<file path="config.mk">
export PLATFORM = sky130hd
export DESIGN_NAME = checked_decimal_to_int64_parser_flat
export DESIGN_NICKNAME = d
export VERILOG_FILES = /design/src/cdp_pkg.sv /design/src/cdp_if.sv /design/src/cdp_digit_acc.sv /design/src/checked_decimal_to_int64_parser.sv /design/src/flat_wrapper.sv
export SDC_FILE = /design/constraint.sdc
export NUM_CORES = 1
export LEC_CHECK = 0
export BUFFER_PORTS_ARGS = -buffer_cell sky130_fd_sc_hd__buf_2
export CELL_PAD_IN_SITES_DETAIL_PLACEMENT = 0
export CELL_PAD_IN_SITES_GLOBAL_PLACEMENT = 1
export CORE_MARGIN = 1
export CORE_UTILIZATION = 35
export DETAILED_ROUTE_END_ITERATION = 12
export GPL_ROUTABILITY_DRIVEN = 0
export PLACE_DENSITY_LB_ADDON = 0.2
export SYNTH_ARGS = -nofsm -noshare
export SYNTH_HDL_FRONTEND = slang
export SYNTH_HIERARCHICAL = 1
export SYNTH_SLANG_ARGS = --single-unit
</file>
<file path="constraint.sdc">
create_clock -name clk -period 4 [get_ports clk]
set_clock_uncertainty 0.15 [all_clocks]
set_input_delay 0.8 -clock clk [delete_from_list [all_inputs] [get_ports clk]]
set_output_delay 0.8 -clock clk [all_outputs]
set_load 0.005 [all_outputs]
</file>
<file path="src/cdp_pkg.sv">
// ----------------------------------------------------------------------------
// Checked decimal parser package
// Phase encoding, character constants and the overflow limit shared by the
// parser modules.
// ----------------------------------------------------------------------------
package cdp_pkg;

  typedef enum logic [2:0] {
    PH_LEAD   = 3'd0,
    PH_SIGNED = 3'd1,
    PH_DIGITS = 3'd2,
    PH_TRAIL  = 3'd3,
    PH_DONE   = 3'd4,
    PH_ERR    = 3'd5
  } phase_t;

  localparam logic [7:0] CHAR_NUL   = 8'h00;
  localparam logic [7:0] CHAR_TAB   = 8'h09;
  localparam logic [7:0] CHAR_CR    = 8'h0D;
  localparam logic [7:0] CHAR_SPACE = 8'h20;
  localparam logic [7:0] CHAR_PLUS  = 8'h2B;
  localparam logic [7:0] CHAR_MINUS = 8'h2D;
  localparam logic [7:0] CHAR_ZERO  = 8'h30;
  localparam logic [7:0] CHAR_NINE  = 8'h39;

  localparam logic [63:0] TENTH_LIMIT = 64'd922337203685477580;
  localparam logic [3:0]  LAST_POS    = 4'd7;
  localparam logic [3:0]  LAST_NEG    = 4'd8;

endpackage

</file>
<file path="src/cdp_if.sv">
// ----------------------------------------------------------------------------
// Checked decimal parser channels
// Valid/ready channels for text bytes in and parsed results out.
// ----------------------------------------------------------------------------
interface cdp_in_if;
  logic       valid;
  logic       ready;
  logic [7:0] char_code;
  logic       end_marker;

  modport source (output valid, char_code, end_marker, input ready);
  modport sink (input valid, char_code, end_marker, output ready);
endinterface

interface cdp_out_if;
  logic               valid;
  logic               ready;
  logic signed [63:0] value;
  logic               ok;

  modport source (output valid, value, ok, input ready);
  modport sink (input valid, value, ok, output ready);
endinterface

</file>
<file path="src/cdp_digit_acc.sv">
// ----------------------------------------------------------------------------
// Checked decimal parser digit accumulator
// Computes magnitude * 10 + digit and flags a digit that would leave the
// signed 64-bit range.
// ----------------------------------------------------------------------------
module cdp_digit_acc
  import cdp_pkg::*;
(
  input  logic [63:0] magnitude,
  input  logic        negative,
  input  logic [3:0]  digit,
  output logic [63:0] sum,
  output logic        overflow
);

  logic [3:0] last_digit;

  assign last_digit = negative ? LAST_NEG : LAST_POS;
  assign sum = {magnitude[60:0], 3'b000} + {magnitude[62:0], 1'b0} + {60'd0, digit};
  assign overflow = (magnitude > TENTH_LIMIT) ||
                    ((magnitude == TENTH_LIMIT) && (digit > last_digit));

endmodule

</file>
<file path="src/checked_decimal_to_int64_parser.sv">
// ----------------------------------------------------------------------------
// Checked decimal to int64 parser
// Parses a decimal text, one byte per transaction, into a signed 64-bit value.
// ----------------------------------------------------------------------------
// Each byte is registered, then a single pass of logic updates the parse
// phase, the sign and the magnitude, where the multiply by ten is two shifts
// and an add. An end marker transaction is registered and, once it advances,
// loads the result register. The block takes one text byte per cycle and can
// accept a transaction in every cycle; while a result waits on the output, it
// keeps taking ordinary bytes and stalls only a second end marker. Leading
// white space and one sign are skipped, at least one digit is required, only
// spaces or tabs may trail, a zero byte after digits ends the text early,
// and any overflow or bad byte gives ok low with a zero value.
module checked_decimal_to_int64_parser
  import cdp_pkg::*;
(
  input  logic      clk,
  input  logic      rst,
  cdp_in_if.sink    in_ch,
  cdp_out_if.source out_ch
);

  logic        s1_valid;
  logic [7:0]  s1_char;
  logic        s1_end;
  logic        adv;

  phase_t      phase;
  phase_t      phase_next;
  logic        is_negative;
  logic        is_negative_next;
  logic [63:0] magnitude;
  logic [63:0] magnitude_next;

  logic        out_valid;
  logic [63:0] out_value;
  logic        out_ok;

  logic        c_nul;
  logic        c_digit;
  logic        c_blank;
  logic        c_lead;
  logic [7:0]  c_off;
  logic [63:0] acc_sum;
  logic        acc_ovf;
  logic        take_digit;
  logic        end_ok;

  assign adv = s1_valid && (!s1_end || !out_valid || out_ch.ready);
  assign in_ch.ready = !s1_valid || adv;

  always_ff @(posedge clk) begin
    if (rst) begin
      s1_valid <= 1'b0;
    end else if (in_ch.ready) begin
      s1_valid <= in_ch.valid;
    end
    if (in_ch.valid && in_ch.ready) begin
      s1_char <= in_ch.char_code;
      s1_end  <= in_ch.end_marker;
    end
  end

  assign c_nul   = (s1_char == CHAR_NUL);
  assign c_digit = (s1_char >= CHAR_ZERO) && (s1_char <= CHAR_NINE);
  assign c_blank = (s1_char == CHAR_SPACE) || (s1_char == CHAR_TAB);
  assign c_lead  = (s1_char == CHAR_SPACE) || ((s1_char >= CHAR_TAB) && (s1_char <= CHAR_CR));
  assign c_off   = s1_char - CHAR_ZERO;

  cdp_digit_acc u_acc (
    .magnitude (magnitude),
    .negative  (is_negative),
    .digit     (c_off[3:0]),
    .sum       (acc_sum),
    .overflow  (acc_ovf)
  );

  always_comb begin
    phase_next = phase;
    unique case (phase)
      PH_LEAD: begin
        if (c_nul) begin
          phase_next = PH_ERR;
        end else if (c_lead) begin
          phase_next = PH_LEAD;
        end else if ((s1_char == CHAR_MINUS) || (s1_char == CHAR_PLUS)) begin
          phase_next = PH_SIGNED;
        end else if (c_digit) begin
          phase_next = acc_ovf ? PH_ERR : PH_DIGITS;
        end else begin
          phase_next = PH_ERR;
        end
      end
      PH_SIGNED: begin
        if (c_digit) begin
          phase_next = acc_ovf ? PH_ERR : PH_DIGITS;
        end else begin
          phase_next = PH_ERR;
        end
      end
      PH_DIGITS: begin
        if (c_nul) begin
          phase_next = PH_DONE;
        end else if (c_digit) begin
          phase_next = acc_ovf ? PH_ERR : PH_DIGITS;
        end else if (c_blank) begin
          phase_next = PH_TRAIL;
        end else begin
          phase_next = PH_ERR;
        end
      end
      PH_TRAIL: begin
        if (c_nul) begin
          phase_next = PH_DONE;
        end else if (!c_blank) begin
          phase_next = PH_ERR;
        end
      end
      PH_DONE: begin
        phase_next = PH_DONE;
      end
      default: begin
        phase_next = PH_ERR;
      end
    endcase
  end

  assign take_digit = c_digit && !acc_ovf &&
                      ((phase == PH_LEAD) || (phase == PH_SIGNED) || (phase == PH_DIGITS));

  always_comb begin
    is_negative_next = is_negative;
    magnitude_next   = magnitude;
    if ((phase == PH_LEAD) && (s1_char == CHAR_MINUS)) begin
      is_negative_next = 1'b1;
    end
    if (take_digit) begin
      magnitude_next = acc_sum;
    end
  end

  assign end_ok = (phase == PH_DIGITS) || (phase == PH_TRAIL) || (phase == PH_DONE);

  always_ff @(posedge clk) begin
    if (rst) begin
      phase       <= PH_LEAD;
      is_negative <= 1'b0;
      magnitude   <= 64'd0;
    end else if (adv) begin
      if (s1_end) begin
        phase       <= PH_LEAD;
        is_negative <= 1'b0;
        magnitude   <= 64'd0;
      end else begin
        phase       <= phase_next;
        is_negative <= is_negative_next;
        magnitude   <= magnitude_next;
      end
    end
  end

  always_ff @(posedge clk) begin
    if (rst) begin
      out_valid <= 1'b0;
    end else if (adv && s1_end) begin
      out_valid <= 1'b1;
    end else if (out_ch.ready) begin
      out_valid <= 1'b0;
    end
    if (adv && s1_end) begin
      out_ok <= end_ok;
      if (!end_ok) begin
        out_value <= 64'd0;
      end else if (is_negative) begin
        out_value <= 64'd0 - magnitude;
      end else begin
        out_value <= magnitude;
      end
    end
  end

  assign out_ch.valid = out_valid;
  assign out_ch.value = out_value;
  assign out_ch.ok    = out_ok;

endmodule

</file>
<file path="src/flat_wrapper.sv">
// flat-port wrapper written by rule: the top's interface ports become plain ports
module checked_decimal_to_int64_parser_flat import cdp_pkg::*;
  (clk, rst, in_ch_valid, in_ch_char_code, in_ch_end_marker, in_ch_ready, out_ch_valid, out_ch_value, out_ch_ok, out_ch_ready);
  cdp_in_if in_ch_i ();
  cdp_out_if out_ch_i ();
  input  logic clk;
  input  logic rst;
  input wire logic [$bits(in_ch_i.valid)-1:0] in_ch_valid;
  input wire logic [$bits(in_ch_i.char_code)-1:0] in_ch_char_code;
  input wire logic [$bits(in_ch_i.end_marker)-1:0] in_ch_end_marker;
  output wire logic [$bits(in_ch_i.ready)-1:0] in_ch_ready;
  output wire logic [$bits(out_ch_i.valid)-1:0] out_ch_valid;
  output wire logic [$bits(out_ch_i.value)-1:0] out_ch_value;
  output wire logic [$bits(out_ch_i.ok)-1:0] out_ch_ok;
  input wire logic [$bits(out_ch_i.ready)-1:0] out_ch_ready;
  assign in_ch_i.valid = in_ch_valid;
  assign in_ch_i.char_code = in_ch_char_code;
  assign in_ch_i.end_marker = in_ch_end_marker;
  assign in_ch_ready = in_ch_i.ready;
  assign out_ch_valid = out_ch_i.valid;
  assign out_ch_value = out_ch_i.value;
  assign out_ch_ok = out_ch_i.ok;
  assign out_ch_i.ready = out_ch_ready;
  checked_decimal_to_int64_parser u_core (.clk(clk), .rst(rst), .in_ch(in_ch_i), .out_ch(out_ch_i));
endmodule
</file>
# == Word level (Yosys, flattened, before mapping) ==
# Cells that the tools add are included.
# word_totals
ff_bits,144
inputBits,13
output_inout_bits,67
# op_classes
n_addsub,4
magnitude_cmp,6
n_eq_ne,10
muxes,20
reduce_logical,32
# ops
operator,n
2-to-1 mux 64 bit,3
adder 64 x 4 -> 64 bit,1
adder 64 bit,1
equality test 64 x 60 -> 1 bit (second input constant),1
> comparator 64 x 60 -> 1 bit (second input constant),1
subtractor 1 x 64 -> 64 bit (first input constant),1
2-to-1 mux 3 bit,11
equality test 8 x 6 -> 1 bit (second input constant),3
one-hot mux 3 bit (5 select lines),1
logical OR 1 bit,11
logical AND 1 bit,9
equality test 8 x 4 -> 1 bit (second input constant),1
greater-or-equal comparator 8 x 4 -> 1 bit (second input constant),1
greater-or-equal comparator 8 x 6 -> 1 bit (second input constant),1
<= comparator 8 x 4 -> 1 bit (second input constant),1
<= comparator 8 x 6 -> 1 bit (second input constant),1
zero test 8 bit,1
equality test 3 x 2 -> 1 bit (second input constant),2
AND reduction 2 bit,3
nonzero test 2 bit,3
> comparator 4 bit,1
zero test 1 bit,4
2-to-1 mux 1 bit,4
2-to-1 mux 4 bit,1
5 further kinds,5

# == Depth between registers and ports, before layout ==
# logic_depth
depth_word,11
ltp_mapped,15
mapped_depth_nobuf,15

# == By module ==
# Netlist, hierarchy kept.
# modules_own_cells
mod,instances,cells_per_inst,area_per_inst_um2,seq_area_each_um2
checked_decimal_to_int64_parser,1,687,6864.1,3623.5
cdp_digit_acc,1,663,4798.4,0.0

# == Least setup slack after synthesis ==
# Ideal clock, no wire load.
# synth_path
kind,reg2reg
start,register u_core.magnitude[2]
end,register u_core.magnitude[43]
setup_time_ns,0.128
t_arrival_ns,3.337
t_required_ns,3.722
path_slack_ns,0.386
stages_incl_launch_ff,16
cell_sequence,dfxtp_1 inv_1 fa_1 inv_1 ha_1 a21o_1 nand4_1 a31o_1 a21o_4 a21oi_2 a41o_1 a41o_1 or4_1 and4_1 a22oi_1 nor2_1
# synth_via
word_cells_on_any_way,13
# synth_rtl
item,line,source
start: declaration,checked_decimal_to_int64_parser.sv:32,logic [63:0] magnitude;
start signal: assignment,checked_decimal_to_int64_parser.sv:157,magnitude <= magnitude_next;
adder 64 bit,cdp_digit_acc.sv:19,"assign sum = {magnitude[60:0], 3'b000} + {magnitude[62:0], 1'b0} + {60'd0, digit};"
adder 64 x 4 -> 64 bit,cdp_digit_acc.sv:19,
net u_core.acc_sum[43],checked_decimal_to_int64_parser.sv:44,logic [63:0] acc_sum;
2-to-1 mux 64 bit,checked_decimal_to_int64_parser.sv:137,if (take_digit) begin
2-to-1 mux 64 bit,checked_decimal_to_int64_parser.sv:150,if (s1_end) begin
# The timed path passes the listed nets, and every way through them passes these cells. The select of a mux whose other input is x is not followed.
# A chain may end at the register's enable or synchronous reset.

# == Final worst setup path ==
# layout_path
start,register u_core.magnitude[15]
end,register u_core.magnitude[57]
# Same word-level chain as after synthesis.

==> results.tsv <==
metric	value	unit
CP endpoint kind	flop	
asr flop ratio synth	0	
register area	3630	sq um
HP Class	input port to flop	
DRT iter0 DRCs	707	
Site Rows	66	
footprint of the multi-input gates	7720	sq um
maximum number of pins on one net before global-route repair	71	
Comb power frac	0.037	
Fmax	261	MHz
Seq pwr share	0.463	
Internal	2.64	mW
All-Layer GR Usage	0.212	
Port Buffer Count	79	
worst-path fanout max	6	
first-pass GRT wire length	56.2	mm
vias in the first global route	10300	
Post-Syn Nets	1492	
initial antenna violation count	0	
Worst Max-Slew Pin Slew	1.16	ns
Initial Utilization	0.357	
CP Data Required Time	4.14	ns
# setup viols final	0	
Wirelength per Cell	18.6	um
TritonCTS clock tree	done	
nets	1595	
NetSw	0.762	mW
Final period util	0.956	
Post-synth EDFFs	74	
outcome	complete, no violations	
clock sinks	144	
Placed Instances	1874	
Die X	185	um
Fill cells	3370	
switch share	0.224	
Max-Cap Viols	0	
CTS Buffer Depth	2	
Setup WS post-layout	0.174	ns
Die H	185	um
Vias/cell	5.66	
layout cells sized above 1	0.158	
critical path type	flop to flop	
clk_lat worst skew	0.44	ns
crit start category	flop	
die area	34100	sq um
first drt pass iteration count	5	
clock slew at reported path FFs	0.06	ns
vias	10800	
synthesis-to-finish area growth	17.0	%
Fin. Hold Viols	0	
Core ar.	32700	sq um
crit-path cells	ha_1, ha_1, a21oi_1, o21ai_0, a21oi_1, nand2_1, o211ai_1, a211o_1, a21oi_1, or3b_2, xor2_1, a22oi_1, nor2_1	
CTS Buf Count	17	
post-synthesis cell type count	80	
Top FF cell, synth	edfxtp_1	
Static Leak	6.02	nW
WL final	35.5	mm
I/O pin count	80	
Clock H-tree levels	4	
CP peak stage delay	0.51	ns
Antenna Nets Post-Route	0	
Slew HR	0.224	
most frequent CP cell	a21oi_1	
mean post-synth cell area	8.64	sq um
dpl hpwl	26.1	mm
Final Max Tran Viols	0	
register area share after synthesis	0.311	
Synth Instances	1350	
synth warn	6	
Top Family by Delay on Critical Path	compound AO/OA/AOI/OAI gates	
maximum vdd drop	0.000301	V
Cell Count, Final, Fillers Out	1908	
portion of total power attributed to the clock network	0.500	
mapped cell area	11700	sq um
FF+latch count, synth	144	
root buf cell	clkbuf_16	
Buf+Inv Stages, Crit Path	0	
Congestion Overflow GR	0	
Inserted Diodes	0	
DRC viols	0	
slowest CP cell	dfxtp_1	
PwrDens	250	nW/um^2
Tmin final	3.83	ns
WP data arrival	3.97	ns
dpl ws	0.107	ns
flip-flops by register name (all words and copies together), names as in the netlist:
signal,flops
u_core/magnitude,64
u_core/out_ch.value,64
u_core/s1_char,8
u_core/phase,3
u_core/is_negative,1
u_core/out_ch.ok,1
u_core/out_ch.valid,1
u_core/s1_end,1
u_core/s1_valid,1
power groups by stage:
stage | Clock [mW] | Sequential (mW) | Combinational, mW
after floorplan | 0 | 1.61 | 0.0746
after global placement | 0 | 1.61 | 0.126
after detailed placement | 0 | 1.61 | 0.126
after CTS | 1.74 | 1.57 | 0.127
after global routing | 1.80 | 1.58 | 0.139
final | 1.70 | 1.58 | 0.126
logic make-up (layout without fill, tap and decap cells):
| family | count (synthesis) | count (layout) | share of synthesized area |
|---|---|---|---|
| AND/OR/NAND/NOR | 477 | 477 | 0.202 |
| AO/OA/AOI/OAI | 383 | 383 | 0.225 |
| flip-flops | 144 | 144 | 0.311 |
| adder cells (fa/ha/maj) | 129 | 129 | 0.140 |
| buffers and inverters | 105 | 221 | 0.0357 |
| XOR/XNOR | 87 | 87 | 0.0653 |
| multiplexers | 25 | 25 | 0.0217 |
cells in the mapped netlist (17+ instances only):
| master | count | area, sq um |
|---|---|---|
| nand2b_1 | 29 | 181 |
| a21oi_1 | 97 | 485 |
| nand3_1 | 17 | 85.1 |
| a22oi_1 | 64 | 480 |
| clkbuf_1 | 55 | 206 |
| xnor2_1 | 32 | 280 |
| o21ai_0 | 50 | 250 |
| a21o_1 | 30 | 225 |
| nand4_1 | 31 | 194 |
| xor2_1 | 55 | 482 |
| a31oi_1 | 19 | 119 |
| ha_1 | 127 | 1590 |
| inv_1 | 37 | 139 |
| nor3_1 | 28 | 140 |
| dfxtp_1 | 70 | 1400 |
| nand2_1 | 107 | 402 |
| nor4_1 | 21 | 131 |
| mux2i_1 | 23 | 230 |
| nor2_1 | 167 | 627 |
| edfxtp_1 | 74 | 2220 |
worst register-to-register path: cells and delay by family (launching register included):
family	cells	cell delay [ns]
simple gates	3	0.65
fa+ha+maj	2	0.65
flops	1	0.51
compound gates	7	1.58
xor+xnor	1	0.15
through the flow:
step	total power [mW]	instance area (sq um)	setup TNS, ns	utilization	hold WS, ns
finish	3.41	13600	0	0.417	0.387
global route	3.51	13600	-0.0159	0.417	0.375
CTS	3.45	13500	0	0.414	0.371
detailed placement	1.73	12900	0	0.395	0.388
global placement	1.73	12900	0	0.395	0.376
floorplan	1.68	11700	0	-	0.351
per-layer routing:
| metal | share of wire | up-vias | GRT usage | wire, um |
|---|---|---|---|---|
| met5 | 0 | - | 0 | 0 |
| met4 | 0.021 | 0 | 0.0740 | 759 |
| met3 | 0.039 | 42 | 0.0277 | 1400 |
| met2 | 0.44 | 275 | 0.328 | 15700 |
| met1 | 0.50 | 5197 | 0.300 | 17700 |
| li1 | - | 5276 | - | - |
final cells by class:
class | count | share of cell area
multi-input combinational | 1101 | 0.566
inverter | 37 | 0.0102
clock buffer | 24 | 0.0384
clock inverter | 8 | 0.00725
timing repair buffer | 152 | 0.0719
sequential | 144 | 0.266
tap | 442 | 0.0405
timing repair:
item / in CTS / in global routing
setup buffers: 0 / 2
hold buffers: 0 / 0
gates resized for setup: 0 / 18
setup endpoints to repair: 0 / 65
worst paths after layout:
check	startpoint	end	slack, ns	depth (start not counted)
setup / recovery	u_core/magnitude[15]	u_core/magnitude[57]	0.17	13
hold reg to reg	u_core/magnitude[5]	u_core/magnitude[5]	0.41	2
hold / removal	in_ch_char_code[7]	u_core/s1_char[7]	0.39	1
setup reg to reg	u_core/magnitude[15]	u_core/magnitude[57]	0.17	13
placed cells by master (no fill, tap or decap), types with 18 or more instances in the layout:
cell type / instances
xnor2_1: 32
buf_2: 79
buf_4: 70
nand4_1: 31
mux2i_1: 23
a21o_1: 30
nand2_1: 106
edfxtp_1: 74
inv_1: 37
ha_1: 127
a22oi_1: 64
clkbuf_16: 19
nand2b_1: 29
dfxtp_1: 65
a31oi_1: 18
xor2_1: 55
nor3_1: 27
a21oi_1: 95
o21ai_0: 50
nor4_1: 20
nor2_1: 167
(Power assumes the default switching activity.)
